$ cat config.mk
export PLATFORM = sky130hd
export DESIGN_NAME = char_lcd_4bit_interface_sequencer
export DESIGN_NICKNAME = d
export VERILOG_FILES = /design/src/sv/clcd_pkg.sv /design/src/sv/clcd_seq_core.sv /design/src/sv/char_lcd_4bit_interface_sequencer.sv
export VERILOG_INCLUDE_DIRS = /design/src /design/src/sv
export SDC_FILE = /design/constraint.sdc
export NUM_CORES = 1
export LEC_CHECK = 0
export BUFFER_PORTS_ARGS = -buffer_cell sky130_fd_sc_hd__buf_2
export CORE_MARGIN = 2
export CORE_UTILIZATION = 64
export DETAILED_ROUTE_END_ITERATION = 8
export PLACE_DENSITY = 0.89
export SLEW_MARGIN = 25
export SYNTH_ARGS = -nofsm -noshare
export SYNTH_HDL_FRONTEND = slang
export SYNTH_SLANG_ARGS = --single-unit
export TNS_END_PERCENT = 5
$ cat constraint.sdc
create_clock -name clk -period 5.4 [get_ports clk]
set_input_delay 0.54 -clock clk [delete_from_list [all_inputs] [get_ports clk]]
set_output_delay 0.54 -clock clk [all_outputs]
set_load 0.01 [all_outputs]
$ cat src/sv/char_lcd_4bit_interface_sequencer_defines.svh
// Assertion macros shared by the sequencer RTL.
`ifndef CHAR_LCD_4BIT_INTERFACE_SEQUENCER_DEFINES_SVH
`define CHAR_LCD_4BIT_INTERFACE_SEQUENCER_DEFINES_SVH

`ifndef SYNTHESIS
`define CLCD_ASSERT_IMPL(name, clk, rst_n, ante, cons) \
	name: assert property (@(posedge clk) disable iff (!rst_n) (ante) |-> (cons)) \
		else $error("implication check failed");
`define CLCD_ASSERT_NEXT(name, clk, rst_n, ante, cons) \
	name: assert property (@(posedge clk) disable iff (!rst_n) (ante) |=> (cons)) \
		else $error("next-cycle check failed");
`else
`define CLCD_ASSERT_IMPL(name, clk, rst_n, ante, cons)
`define CLCD_ASSERT_NEXT(name, clk, rst_n, ante, cons)
`endif

`endif

$ cat src/sv/clcd_pkg.sv
package clcd_pkg;

	localparam int TIMER_BITS = 16;
	localparam int CFG_BITS   = 16;
	localparam int WAIT_BITS  = 13;
	localparam int CMP_BITS   = (TIMER_BITS > CFG_BITS) ? TIMER_BITS : CFG_BITS;

	localparam logic [TIMER_BITS-1:0] TIMER_MAX = '1;
	localparam logic [CFG_BITS-1:0]   PULSE_RESET = 16'd1000;
	localparam logic [3:0]            INIT_STEPS = 4'd14;
	localparam logic [3:0]            CHAR_STEPS = 4'd2;

	typedef enum logic [1:0] {
		KIND_TICK  = 2'd0,
		KIND_INIT  = 2'd1,
		KIND_CHAR  = 2'd2,
		KIND_CLEAR = 2'd3
	} kind_t;

	typedef enum logic [1:0] {
		PH_IDLE = 2'd0,
		PH_HIGH = 2'd1,
		PH_LOW  = 2'd2,
		PH_WAIT = 2'd3
	} phase_t;

	typedef struct packed {
		logic       rs;
		logic       en;
		logic [3:0] nibble;
		logic       busy;
		logic       rej;
	} res_t;

	function automatic logic [3:0] init_nibble(input logic [3:0] idx);
		logic [3:0] n;
		unique case (idx)
			4'd0, 4'd1, 4'd2: n = 4'h3;
			4'd3, 4'd4:       n = 4'h2;
			4'd5, 4'd7:       n = 4'h8;
			4'd9:             n = 4'h1;
			4'd11:            n = 4'h6;
			4'd13:            n = 4'hF;
			default:          n = 4'h0;
		endcase
		return n;
	endfunction

	// wait after each init nibble, in us
	function automatic logic [WAIT_BITS-1:0] init_wait(input logic [3:0] idx);
		logic [WAIT_BITS-1:0] w;
		unique case (idx)
			4'd0:                           w = 13'd5000;
			4'd1, 4'd2, 4'd5, 4'd7, 4'd11:  w = 13'd128;
			4'd3:                           w = 13'd1000;
			4'd9, 4'd13:                    w = 13'd64;
			default:                        w = 13'd0;
		endcase
		return w;
	endfunction

endpackage

$ cat src/sv/clcd_seq_core.sv
`include "char_lcd_4bit_interface_sequencer_defines.svh"

module clcd_seq_core (
	input  logic                          clk,
	input  logic                          arst_n,
	input  logic                          adv,
	input  clcd_pkg::kind_t               kind,
	input  logic [7:0]                    code,
	input  logic [clcd_pkg::CFG_BITS-1:0] pulse_us,
	output clcd_pkg::res_t                res
);
	import clcd_pkg::*;

	phase_t                phase_q, phase_d;
	logic [3:0]            step_q, step_d;
	logic [TIMER_BITS-1:0] tick_q, tick_d;
	logic                  init_q, init_d;
	logic [7:0]            latch_q, latch_d;
	logic                  rs_q, rs_d;
	logic                  en_q, en_d;
	logic [3:0]            nib_q, nib_d;

	logic                  is_cmd, is_tick, start_cmd, done, finish, wait_nz;
	logic [TIMER_BITS-1:0] tick_inc;
	logic [CMP_BITS-1:0]   target;
	logic [3:0]            step_inc, last;
	logic [3:0]            step_nib;
	logic [WAIT_BITS-1:0]  wait_cur;

	always_comb begin
		is_cmd    = (kind != KIND_TICK);
		is_tick   = adv && !is_cmd;
		start_cmd = adv && is_cmd && (phase_q == PH_IDLE);
		tick_inc  = (tick_q != TIMER_MAX) ? tick_q + 1'b1 : tick_q;
		wait_cur  = init_q ? init_wait(step_q) : '0;
		wait_nz   = (wait_cur != '0);
		target    = (phase_q == PH_WAIT) ? CMP_BITS'(wait_cur) : CMP_BITS'(pulse_us);
		done      = (CMP_BITS'(tick_inc) >= target) || (tick_inc == TIMER_MAX);
		step_inc  = step_q + 4'd1;
		last      = init_q ? INIT_STEPS : CHAR_STEPS;
		finish    = (step_inc >= last);
		if (init_q)
			step_nib = init_nibble(step_inc);
		else
			step_nib = (step_inc == 4'd0) ? latch_q[7:4] : latch_q[3:0];
	end

	always_comb begin
		phase_d = phase_q;
		unique case (phase_q)
			PH_IDLE: if (start_cmd) phase_d = PH_HIGH;
			PH_HIGH: if (is_tick && done) phase_d = PH_LOW;
			PH_LOW: begin
				if (is_tick && done) begin
					if (wait_nz)
						phase_d = PH_WAIT;
					else
						phase_d = finish ? PH_IDLE : PH_HIGH;
				end
			end
			PH_WAIT: if (is_tick && done) phase_d = finish ? PH_IDLE : PH_HIGH;
			default: phase_d = PH_IDLE;
		endcase
	end

	always_comb begin
		logic nxt;
		step_d  = step_q;
		tick_d  = tick_q;
		init_d  = init_q;
		latch_d = latch_q;
		rs_d    = rs_q;
		en_d    = en_q;
		nib_d   = nib_q;
		nxt     = 1'b0;
		if (start_cmd) begin
			step_d = 4'd0;
			tick_d = '0;
			en_d   = 1'b1;
			if (kind == KIND_CHAR) begin
				init_d  = 1'b0;
				latch_d = code;
				nib_d   = code[7:4];
			end else begin
				init_d = 1'b1;
				rs_d   = 1'b0;
				nib_d  = init_nibble(4'd0);
			end
		end else if (is_tick && phase_q != PH_IDLE) begin
			tick_d = tick_inc;
			if (done) begin
				tick_d = '0;
				case (phase_q)
					PH_HIGH: en_d = 1'b0;
					PH_LOW:  nxt = !wait_nz;
					PH_WAIT: nxt = 1'b1;
					default: nxt = 1'b0;
				endcase
			end
		end
		if (nxt) begin
			if (finish) begin
				step_d = 4'd0;
				if (init_q)
					rs_d = 1'b1;
			end else begin
				step_d = step_inc;
				nib_d  = step_nib;
				en_d   = 1'b1;
			end
		end
	end

	always_ff @(posedge clk or negedge arst_n) begin
		if (!arst_n) begin
			phase_q <= PH_IDLE;
			step_q  <= '0;
			tick_q  <= '0;
			init_q  <= 1'b0;
			latch_q <= '0;
			rs_q    <= 1'b0;
			en_q    <= 1'b0;
			nib_q   <= '0;
		end else if (adv) begin
			phase_q <= phase_d;
			step_q  <= step_d;
			tick_q  <= tick_d;
			init_q  <= init_d;
			latch_q <= latch_d;
			rs_q    <= rs_d;
			en_q    <= en_d;
			nib_q   <= nib_d;
		end
	end

	always_comb begin
		res.rs     = rs_d;
		res.en     = en_d;
		res.nibble = nib_d;
		res.busy   = (phase_d != PH_IDLE);
		res.rej    = adv && is_cmd && (phase_q != PH_IDLE);
	end

	`CLCD_ASSERT_IMPL(a_en_in_high, clk, arst_n, 1'b1, en_q == (phase_q == PH_HIGH))
	`CLCD_ASSERT_IMPL(a_step_range, clk, arst_n, 1'b1, step_q < INIT_STEPS)
	`CLCD_ASSERT_IMPL(a_idle_timer, clk, arst_n, phase_q == PH_IDLE, tick_q == '0)

endmodule

$ cat src/sv/char_lcd_4bit_interface_sequencer.sv
// Channel   Handshake              Payload
// cmd       cmd_valid / cmd_stall  kind, char_code
// res       res_valid / res_stall  rs_pin, enable_pin, data_nibble, busy_res, rejected
// cfg       cfg_we                 cfg_data (pulse_us)
//
// One transaction per cycle sustained while res_stall is low; a result passes through
// the input register, then the result register behind the sequencer logic.
// arst_n clears the sequencer state, pipeline valids and sets pulse_us to 1000.
// A stalled result holds the result register; the input register then fills and
// cmd_stall rises until the result is taken.
`include "char_lcd_4bit_interface_sequencer_defines.svh"

module char_lcd_4bit_interface_sequencer (
	input  logic                          clk,
	input  logic                          arst_n,
	input  logic                          cmd_valid,
	output logic                          cmd_stall,
	input  logic [1:0]                    kind,
	input  logic [7:0]                    char_code,
	output logic                          res_valid,
	input  logic                          res_stall,
	output logic                          rs_pin,
	output logic                          enable_pin,
	output logic [3:0]                    data_nibble,
	output logic                          busy_res,
	output logic                          rejected,
	input  logic                          cfg_we,
	input  logic [clcd_pkg::CFG_BITS-1:0] cfg_data
);
	import clcd_pkg::*;

	logic                vld_s1;
	kind_t               kind_s1;
	logic [7:0]          code_s1;
	logic                res_valid_q;
	res_t                res_q, res_next;
	logic [CFG_BITS-1:0] pulse_q;
	logic                advance, cmd_take;

	assign advance   = vld_s1 && (!res_valid_q || !res_stall);
	assign cmd_stall = vld_s1 && !advance;
	assign cmd_take  = cmd_valid && !cmd_stall;

	always_ff @(posedge clk or negedge arst_n) begin
		if (!arst_n)
			pulse_q <= PULSE_RESET;
		else if (cfg_we)
			pulse_q <= cfg_data;
	end

	always_ff @(posedge clk or negedge arst_n) begin
		if (!arst_n)
			vld_s1 <= 1'b0;
		else if (cmd_take)
			vld_s1 <= 1'b1;
		else if (advance)
			vld_s1 <= 1'b0;
	end

	always_ff @(posedge clk) begin
		if (cmd_take) begin
			kind_s1 <= kind_t'(kind);
			code_s1 <= char_code;
		end
	end

	clcd_seq_core u_core (
		.clk      (clk),
		.arst_n   (arst_n),
		.adv      (advance),
		.kind     (kind_s1),
		.code     (code_s1),
		.pulse_us (pulse_q),
		.res      (res_next)
	);

	always_ff @(posedge clk or negedge arst_n) begin
		if (!arst_n)
			res_valid_q <= 1'b0;
		else if (advance)
			res_valid_q <= 1'b1;
		else if (!res_stall)
			res_valid_q <= 1'b0;
	end

	always_ff @(posedge clk) begin
		if (advance)
			res_q <= res_next;
	end

	assign res_valid   = res_valid_q;
	assign rs_pin      = res_q.rs;
	assign enable_pin  = res_q.en;
	assign data_nibble = res_q.nibble;
	assign busy_res    = res_q.busy;
	assign rejected    = res_q.rej;

	`CLCD_ASSERT_NEXT(a_s1_holds, clk, arst_n, vld_s1 && !advance, vld_s1)
	`CLCD_ASSERT_IMPL(a_rej_busy, clk, arst_n, res_valid_q && res_q.rej, res_q.busy)

endmodule

==> flow_metrics.env, run 1 <==
export IMPL_status="finished, final reports clean"
export IMPL_drv_slew=0
export IMPL_path_delay_family="simple AND/OR/NAND/NOR gates"
export IMPL_pin_count=41
export IMPL_synth_top_family_by_area="simple AND/OR/NAND/NOR gates"
export IMPL_yosys_area_share_simple_pct=17.1
export IMPL_ys_seq_elements=73
export IMPL_synth_avg_cell_area_um2=10.2
export IMPL_path_class="flip-flop to flip-flop"
export IMPL_die_h_um=84.6
export IMPL_row_count=29
export IMPL_synth_top_area_share_pct=29.5
export IMPL_final_hold_violation_count=0
export IMPL_timing_fmax_mhz=214
export IMPL_cp_data_required_time_ps=5670
export IMPL_yosys_top_cells_area="dfrtp_1 29%, edfxtp_1 13%, ha_1 7.8%, mux2_2 6.0%, nand2_1 4.5%"
export IMPL_cts_buffers_inserted=9
export IMPL_crit_path_max_incr_delay_ps=560
export IMPL_max_cap_violations=0
export IMPL_synth_area_um2=4160
export IMPL_dp_hpwl_um=6410
export IMPL_die_area_um2=7160
export IMPL_netlist_instances=406
export IMPL_period_minus_slack_ps=4670
export IMPL_rsz0062_at_grt="no"
export IMPL_synth_area_leader_cell="dfrtp_1"
export IMPL_end_kind="flip-flop"
export IMPL_areaGrowthSynthToFinish_pct=9.95
export IMPL_worst_pin_slew_ps=696
export IMPL_post_cts_resized=0
export IMPL_synth_compound_area_share_pct=14.8
export IMPL_viasPerCell=6.37
export IMPL_peakVddDrop_v=0.000247
export IMPL_pre_cts_ws_ps=837
export IMPL_design_core_area_um2=6310
export IMPL_route_detailed_wl_per_inst_um=17.2
export IMPL_nNetsFinal=495
export IMPL_clk_path_buf_depth=2
export IMPL_fin_ws_ps=731
export IMPL_fin_cells=520
export IMPL_synth_ff_type="dfrtp_1"
export IMPL_synthMuxAreaShare_pct=8.60
export IMPL_timing_rr_start="u_core.tick_q[0]"
export IMPL_diodes=0
export IMPL_synth_edf_count=18
export IMPL_yosysSeqAreaShare_pct=46.2
export IMPL_ys_top_cells_by_count="50 x nand2_1, 49 x dfrtp_1, 26 x ha_1"
export IMPL_grt_pass1_vias=3201
export IMPL_cellPowerDensity_nw_per_um2=338
export IMPL_hp_class="input port to asynchronous set/reset pin"
export IMPL_arrival_ps=4940
export IMPL_cts_tree="done"
export IMPL_relSlewSlack_pct=53.4
export IMPL_synth_adder_area_share_pct=7.82
export IMPL_drtAntennaViolNets=0
export IMPL_cp_start_kind="flip-flop"
export IMPL_syn_nets=463
export IMPL_yosys_warnings=0
export IMPL_grt_pass1_wl_um=14800
export IMPL_hold_ws_ps=337
export IMPL_hold_buffers=0
export IMPL_drtPass1Iterations=5
export IMPL_setup_violations=0
export IMPL_finalCritPeriodShare_pct=86.5
export IMPL_portBuffers=40
export IMPL_synth_xor_area_share_pct=2.10
export IMPL_start_util_pct=65.9
export IMPL_cts_htree_levels=3
export IMPL_fin_total_pwr_w=0.00155
export IMPL_critical_path_buf_inv_count=0
export IMPL_cts_sinks=73
export IMPL_grt_max_degree=56
export IMPL_clk_latency_ps=350
export IMPL_tns_ps=0
export IMPL_drc=0
export IMPL_slowest_stage="and3_1"
export IMPL_place_congestion=0.955
export IMPL_drtIter0Drc=404
export IMPL_overflow=0
export IMPL_grt_use_total_pct=26.1
export IMPL_antenna_found_initial=0
export IMPL_cp_max_fo=17
export IMPL_startpoint="u_core.tick_q[0]"
export IMPL_die_w_um=84.6
export IMPL_async_flop_share_pct=75.3
export IMPL_num_vias=3314
export IMPL_fill_cells=448
export IMPL_ys_types=51
export IMPL_yosysMostFrequentCell="nand2_1"
export IMPL_clk_pin_slew_ps=80
export IMPL_p_leak_nw=2.04
export IMPL_root_buffer="clkbuf_8"
export IMPL_postCtsSetupBuffers=0
export IMPL_drive_gt1_share_pct=20.3
export IMPL_drt_wl_total_um=8940
export IMPL_skew_ps=8.85
export IMPL_crit_chain="ha_1 -> and4_1 -> nand4_1 -> and4_1 -> or2_2 -> ha_1 -> nand4_1 -> a211oi_1 -> a2111oi_0 -> o21a_1 -> and3_1 -> a21oi_1 -> a31oi_1"
export IMPL_place_inst=504
-- power breakdown --
part / switching (W) / total (W) / internal, W
combinational: 0.000211 / 0.000374 / 0.000163
sequential: 0.0000747 / 0.000737 / 0.000663
clock: 0.000209 / 0.000434 / 0.000225
total: 0.000495 / 0.00155 / 0.00105
-- layer usage --
metal	vias to the layer above	share of wire [%]	global-route usage, %
met5	-	0	2.80
met4	0	2.0	9.96
met3	23	6.7	6.29
met2	147	46	39.4
met1	1600	46	36.5
li1	1544	-	-
-- placed cells by master (no fill, tap or decap), drive strengths merged, types with 6 or more instances in the layout --
| cell type | count |
|---|---|
| clkbuf | 11 |
| dfrtp | 49 |
| a31oi | 8 |
| inv | 14 |
| nand3 | 21 |
| nand2 | 50 |
| nand2b | 10 |
| ha | 26 |
| dfstp | 6 |
| mux2i | 11 |
| nor2 | 16 |
| a22o | 15 |
| edfxtp | 18 |
| nand4 | 6 |
| xnor2 | 6 |
| mux2 | 22 |
| o21ai | 17 |
| buf | 41 |
| a21oi | 24 |
| nor3 | 7 |
-- metrics by stage --
step                util [%]  area [µm²]
floorplan                  -        4160
global placement        69.3        4380
detailed placement      69.3        4380
CTS                     72.5        4580
global route            72.5        4580
finish                  72.5        4580
-- layout make-up --
type                    instances  area [µm²]  area share, %
well taps                      77        96.3           2.11
flip-flops and latches         73        1920           42.1
repair buffers                 41         208           4.54
clock inverters                 5        56.3           1.23
multi-input cells             299        2100           45.8
clock buffers                  11         141           3.09
inverters                      14        52.6           1.15
-- cell families (layout without fill, tap and decap cells) --
group / count (synthesis) / after routing
AOI/OAI and AO/OA: 91 / 91
xor gates and xnor gates: 10 / 10
adders and majority gates: 26 / 26
buffers and inverters: 34 / 71
DFF: 73 / 73
muxes: 33 / 33
and+or+nand+nor: 139 / 139
-- worst register-to-register path, delay by kind of cell (launching register included) --
family,cells,cell delay [ps]
AND/OR/NAND/NOR,6,2300
AO/OA/AOI/OAI,5,1080
adder cells (fa/ha/maj),2,710
flip-flops,1,510
-- registers in the layout, indices dropped and copies added (netlist names), 2 cells and up --
name,count
u_core.latch_q,8
data_nibble,4
kind_s1,2
code_s1,8
pulse_q,16
u_core.nib_q,4
u_core.step_q,4
u_core.tick_q,16
u_core.phase_q,2
-- final timing paths --
path / end / slack [ps] / cells past startpoint
setup reg to reg: u_core.tick_q[0] / 730 / 13
hold reg to reg: u_core.latch_q[1] / 440 / 2
hold / removal: u_core.nib_q[2] / 340 / 2
max in group asynchronous: u_core.tick_q[2] / 4620 / 2
setup / recovery: u_core.tick_q[0] / 730 / 13
min in group clk: code_s1[5] / 350 / 1
Note: power is estimated with default switching activity, not from simulation.
==> run 2, diff against run 1 <==
CORE_UTILIZATION = 39   (was 64)
PLACE_DENSITY = 0.61   (was 0.89)
clock period = 5.6 ns   (was 5.4 ns; I/O delays follow)
==> flow_metrics.env, run 2 (same netlist as run 1, synthesis figures left out) <==
export IMPL_crit_chain="ha_1 -> and4_1 -> nand4_1 -> nand4_1 -> xnor2_1 -> ha_1 -> a2111oi_0 -> o21ai_0 -> a2111oi_0 -> o21a_1 -> and3_1 -> a21oi_1 -> o21ai_0"
export IMPL_row_count=37
export IMPL_rr_worst_depth=13
export IMPL_path_class="flip-flop to flip-flop"
export IMPL_startpoint="u_core.tick_q[0]"
export IMPL_grt_max_degree=56
export IMPL_drt_wl_total_um=8800
export IMPL_cts_htree_levels=3
export IMPL_grt_pass1_vias=3101
export IMPL_period_minus_slack_ps=4810
export IMPL_reg2reg_to="u_core.tick_q[7]"
export IMPL_cts_tree="done"
export IMPL_final_common_cell="nand2_1"
export IMPL_timing_rr_start="u_core.tick_q[0]"
export IMPL_root_buffer="clkbuf_8"
export IMPL_overflow=0
export IMPL_areaGrowthSynthToFinish_pct=12.2
export IMPL_start_util_pct=40.3
export IMPL_fill_cells=988
export IMPL_crit_path_max_incr_delay_ps=600
export IMPL_drive_gt1_share_pct=20.5
export IMPL_skew_ps=11.8
export IMPL_post_cts_resized=0
export IMPL_portBuffers=40
export IMPL_tns_ps=0
export IMPL_peakVddDrop_v=0.000144
export IMPL_hold_buffers=0
export IMPL_reg_top3="pulse_q x16, u_core.tick_q x16"
export IMPL_final_hold_violation_count=0
export IMPL_clk_path_buf_depth=2
export IMPL_setup_violations=0
export IMPL_clk_pin_slew_ps=80
export IMPL_nNetsFinal=495
export IMPL_route_detailed_wl_per_inst_um=15.2
export IMPL_design_core_area_um2=10300
export IMPL_die_area_um2=11500
export IMPL_timing_fmax_mhz=208
export IMPL_status="finished, final reports clean"
export IMPL_finalCritPeriodShare_pct=85.9
export IMPL_place_inst=563
export IMPL_drc=0
export IMPL_antenna_found_initial=0
export IMPL_dp_hpwl_um=6320
export IMPL_p_leak_nw=2.06
export IMPL_drtIter0Drc=158
export IMPL_hp_class="input port to asynchronous set/reset pin"
export IMPL_cts_sinks=73
export IMPL_grt_use_total_pct=16.8
export IMPL_busiest_layer="met1"
export IMPL_worst_pin_slew_ps=764
export IMPL_grt_use_met2_pct=24.3
export IMPL_drtPass1Iterations=5
export IMPL_die_w_um=107
export IMPL_fin_cells=579
export IMPL_rsz0062_at_grt="no"
export IMPL_arrival_ps=5100
export IMPL_utilization_pct=45.2
export IMPL_critPathCapture="u_core.tick_q[7]"
export IMPL_num_vias=3130
export IMPL_die_h_um=107
export IMPL_cp_start_kind="flip-flop"
export IMPL_relSlewSlack_pct=48.9
export IMPL_place_congestion=0.835
export IMPL_viasPerCell=5.41
export IMPL_max_cap_violations=0
export IMPL_clk_latency_ps=360
export IMPL_hold_ws_ps=320
export IMPL_drv_slew=0
export IMPL_slowest_stage="and3_1"
export IMPL_drtAntennaViolNets=0
export IMPL_postCtsSetupBuffers=0
export IMPL_cellPowerDensity_nw_per_um2=326
export IMPL_grt_pass1_wl_um=15000
export IMPL_cp_max_fo=17
export IMPL_pin_count=41
export IMPL_grt_use_met1_pct=24.4
export IMPL_cts_buffers_inserted=9
export IMPL_end_kind="flip-flop"
export IMPL_use_met3_pct=3.27
export IMPL_cp_data_required_time_ps=5890
export IMPL_layout_common_cells="50 x nand2_1, 49 x dfrtp_1, 40 x buf_2"
export IMPL_diodes=0
export IMPL_regToRegSetupSlack_ps=790
## run 2: worst max-delay path: cells and delay by family, from the launching register on
| family | cells | cell delay, ps |
|---|---|---|
| fa+ha+maj | 2 | 670 |
| flops | 1 | 500 |
| simple gates | 4 | 1810 |
| compound gates | 6 | 1560 |
| xor+xnor | 1 | 180 |
## run 2: final cells by class
| cell class | count | area [µm²] | share of cell area [%] |
|---|---|---|---|
| multi-input combinational | 299 | 2100 | 44.9 |
| sequential | 73 | 1920 | 41.2 |
| timing repair buffer | 41 | 208 | 4.45 |
| tap | 136 | 170 | 3.64 |
| clock buffer | 9 | 124 | 2.65 |
| clock inverter | 7 | 93.8 | 2.01 |
| inverter | 14 | 52.6 | 1.13 |
## run 2: how the worst min path moves through the flow
stage | endpoint | start
after floorplan | pulse_q[0] | arst_n
after global placement | u_core.latch_q[3] | code_s1[3]
after detailed placement | u_core.latch_q[2] | code_s1[2]
after CTS | u_core.latch_q[2] | arst_n
after global routing | code_s1[3] | char_code[3]
final | u_core.latch_q[1] | arst_n
## run 2: per-layer routing
layer / wire length (µm) / vias to the layer above
met3: 287 / 11
met1: 4470 / 1516
met4: 160 / 0
li1: - / 1544
met2: 3890 / 59
met5: 0 / -
## run 2: report_power, final
part / switching [W] / internal, W
combinational: 0.000193 / 0.000155
clock: 0.000213 / 0.000251
sequential: 0.0000719 / 0.000639
## run 2: metrics by stage
step | setup slack [ps] | total power [W] | area [µm²]
after floorplan | 1860 | 0.000969 | 4160
after global placement | 1020 | 0.00106 | 4450
after detailed placement | 872 | 0.00107 | 4450
after CTS | 829 | 0.00154 | 4670
after global routing | 293 | 0.00163 | 4670
final | 791 | 0.00152 | 4670
==> run 3, diff against run 2 <==
PLACE_DENSITY = default   (was 0.61)
==> flow_metrics.env, run 3 (same netlist as run 1, synthesis figures left out) <==
export IMPL_cp_data_required_time_ps=5880
export IMPL_seqPwrFrac_pct=47.8
export IMPL_wl_met2_um=3830
export IMPL_tns_ps=0
export IMPL_p_switching_w=0.000473
export IMPL_hold_buffers=0
export IMPL_drtAntennaViolNets=0
export IMPL_place_congestion=0.852
export IMPL_arrival_ps=5030
export IMPL_critPathCapture="u_core.tick_q[0]"
export IMPL_reg2reg_to="u_core.tick_q[0]"
export IMPL_design_core_area_um2=10300
export IMPL_p_leak_nw=2.05
export IMPL_relSlewSlack_pct=50.8
export IMPL_grt_use_total_pct=17.0
export IMPL_m1WireLength_um=4580
export IMPL_layout_common_cells="50 x nand2_1, 49 x dfrtp_1, 40 x buf_2"
export IMPL_clk_pin_slew_ps=90
export IMPL_peakVddDrop_v=0.000171
export IMPL_viasPerCell=5.40
export IMPL_grt_max_degree=56
export IMPL_drive_gt1_share_pct=20.8
export IMPL_hp_class="input port to asynchronous set/reset pin"
export IMPL_status="finished, final reports clean"
export IMPL_max_cap_violations=0
export IMPL_portBuffers=40
export IMPL_die_w_um=107
export IMPL_rr_worst_depth=13
export IMPL_row_count=37
export IMPL_drc=0
export IMPL_path_class="flip-flop to flip-flop"
export IMPL_timing_rr_start="u_core.tick_q[0]"
export IMPL_period_minus_slack_ps=4750
export IMPL_topRoutingLayerUsed="met4"
export IMPL_timing_fmax_mhz=210
export IMPL_cellPowerDensity_nw_per_um2=319
export IMPL_cts_htree_levels=3
export IMPL_swShare_pct=31.8
export IMPL_fill_cells=983
export IMPL_start_util_pct=40.3
export IMPL_startpoint="u_core.tick_q[0]"
export IMPL_drtPass1Iterations=6
export IMPL_post_cts_resized=0
export IMPL_internal_power_w=0.00101
export IMPL_clk_latency_ps=370
export IMPL_finalCritPeriodShare_pct=84.9
export IMPL_regToRegSetupSlack_ps=850
export IMPL_postCtsSetupBuffers=0
export IMPL_cts_buffers_inserted=9
export IMPL_clkPwrFrac_pct=28.8
export IMPL_diodes=0
export IMPL_num_vias=3125
export IMPL_grt_pass1_vias=3076
export IMPL_cts_sinks=73
export IMPL_route_detailed_wl_per_inst_um=15.4
export IMPL_cp_max_fo=17
export IMPL_die_h_um=107
export IMPL_drv_slew=0
export IMPL_grt_pass1_wl_um=15200
export IMPL_worst_pin_slew_ps=736
export IMPL_wl_met3_um=337
export IMPL_cts_tree="done"
export IMPL_comb_power_share_pct=23.4
export IMPL_overflow=0
export IMPL_nNetsFinal=495
export IMPL_die_area_um2=11500
export IMPL_rsz0062_at_grt="no"
export IMPL_setup_violations=0
export IMPL_dp_hpwl_um=6440
export IMPL_areaGrowthSynthToFinish_pct=11.9
export IMPL_final_common_cell="nand2_1"
export IMPL_end_kind="flip-flop"
export IMPL_root_buffer="clkbuf_8"
export IMPL_pin_count=41
export IMPL_final_hold_violation_count=0
export IMPL_cp_start_kind="flip-flop"
export IMPL_reg_top3="pulse_q x16, u_core.tick_q x16"
export IMPL_drt_wl_total_um=8920
export IMPL_antenna_found_initial=0
export IMPL_skew_ps=16.3
export IMPL_clk_path_buf_depth=2
export IMPL_drtIter0Drc=186
export IMPL_fin_total_pwr_w=0.00149
-- run 3: cell count changes in the layout (fill, tap and decap cells not counted), sizes merged --
| cell | delta |
|---|---|
| clkinvlp | +1 |
| clkbuf | +1 |
| bufinv | -1 |
| inv | -1 |
-- run 3: worst min-delay path by stage --
stage	to	slack (ps)	cells after the start
2_1_floorplan	pulse_q[0]	260	0
3_3_place_gp	u_core.latch_q[3]	420	2
3_5_place_dp	u_core.latch_q[1]	420	2
4_1_cts	u_core.latch_q[3]	350	2
5_1_grt	code_s1[3]	340	1
6_report	u_core.step_q[3]	330	2
-- run 3: cell type report --
type | instances | area (µm²) | area share, %
Multi-Input combinational cell | 299 | 2100 | 45.0
Sequential cell | 73 | 1920 | 41.3
Timing Repair Buffer | 41 | 208 | 4.46
Tap cell | 136 | 170 | 3.65
Clock buffer | 10 | 138 | 2.96
Clock inverter | 6 | 67.6 | 1.45
Inverter | 14 | 52.6 | 1.13
-- run 3: through the flow --
step	worst slack (ps)	hold WS (ps)	instance area, µm²	instances	utilization [%]
6_report	848	333	4660	579	45.1
5_1_grt	219	344	4660	579	45.1
4_1_cts	789	351	4660	579	45.1
3_5_place_dp	807	421	4450	563	43.1
3_3_place_gp	1000	421	4450	563	43.1
2_1_floorplan	1860	264	4160	406	-
-- run 3: power by group through the flow --
| stage | registers, W | clock network, W | logic [W] |
|---|---|---|---|
| after floorplan | 0.000690 | 0 | 0.000279 |
| after global placement | 0.000715 | 0 | 0.000341 |
| after detailed placement | 0.000719 | 0 | 0.000351 |
| after CTS | 0.000709 | 0.000439 | 0.000353 |
| after global routing | 0.000722 | 0.000468 | 0.000402 |
| final | 0.000710 | 0.000429 | 0.000348 |
-- run 3: routing by layer --
layer  vias to the layer above  track usage (%)
met5                         -                0
met4                         0             7.05
met3                        15             4.00
met2                        56             23.9
met1                      1508             24.9
li1                       1546                -
-- run 3: critical path: stages, from the launching register on --
cell and delay (ps):
dfrtp_1 510, ha_1 390, and4_1 290, nand4_1 550
nand4_1 350, xnor2_1 170, ha_1 270, a2111oi_0 340
o21ai_0 140, a2111oi_0 460, o21a_1 270, and3_1 590
a21oi_1 150, a31oi_1 180
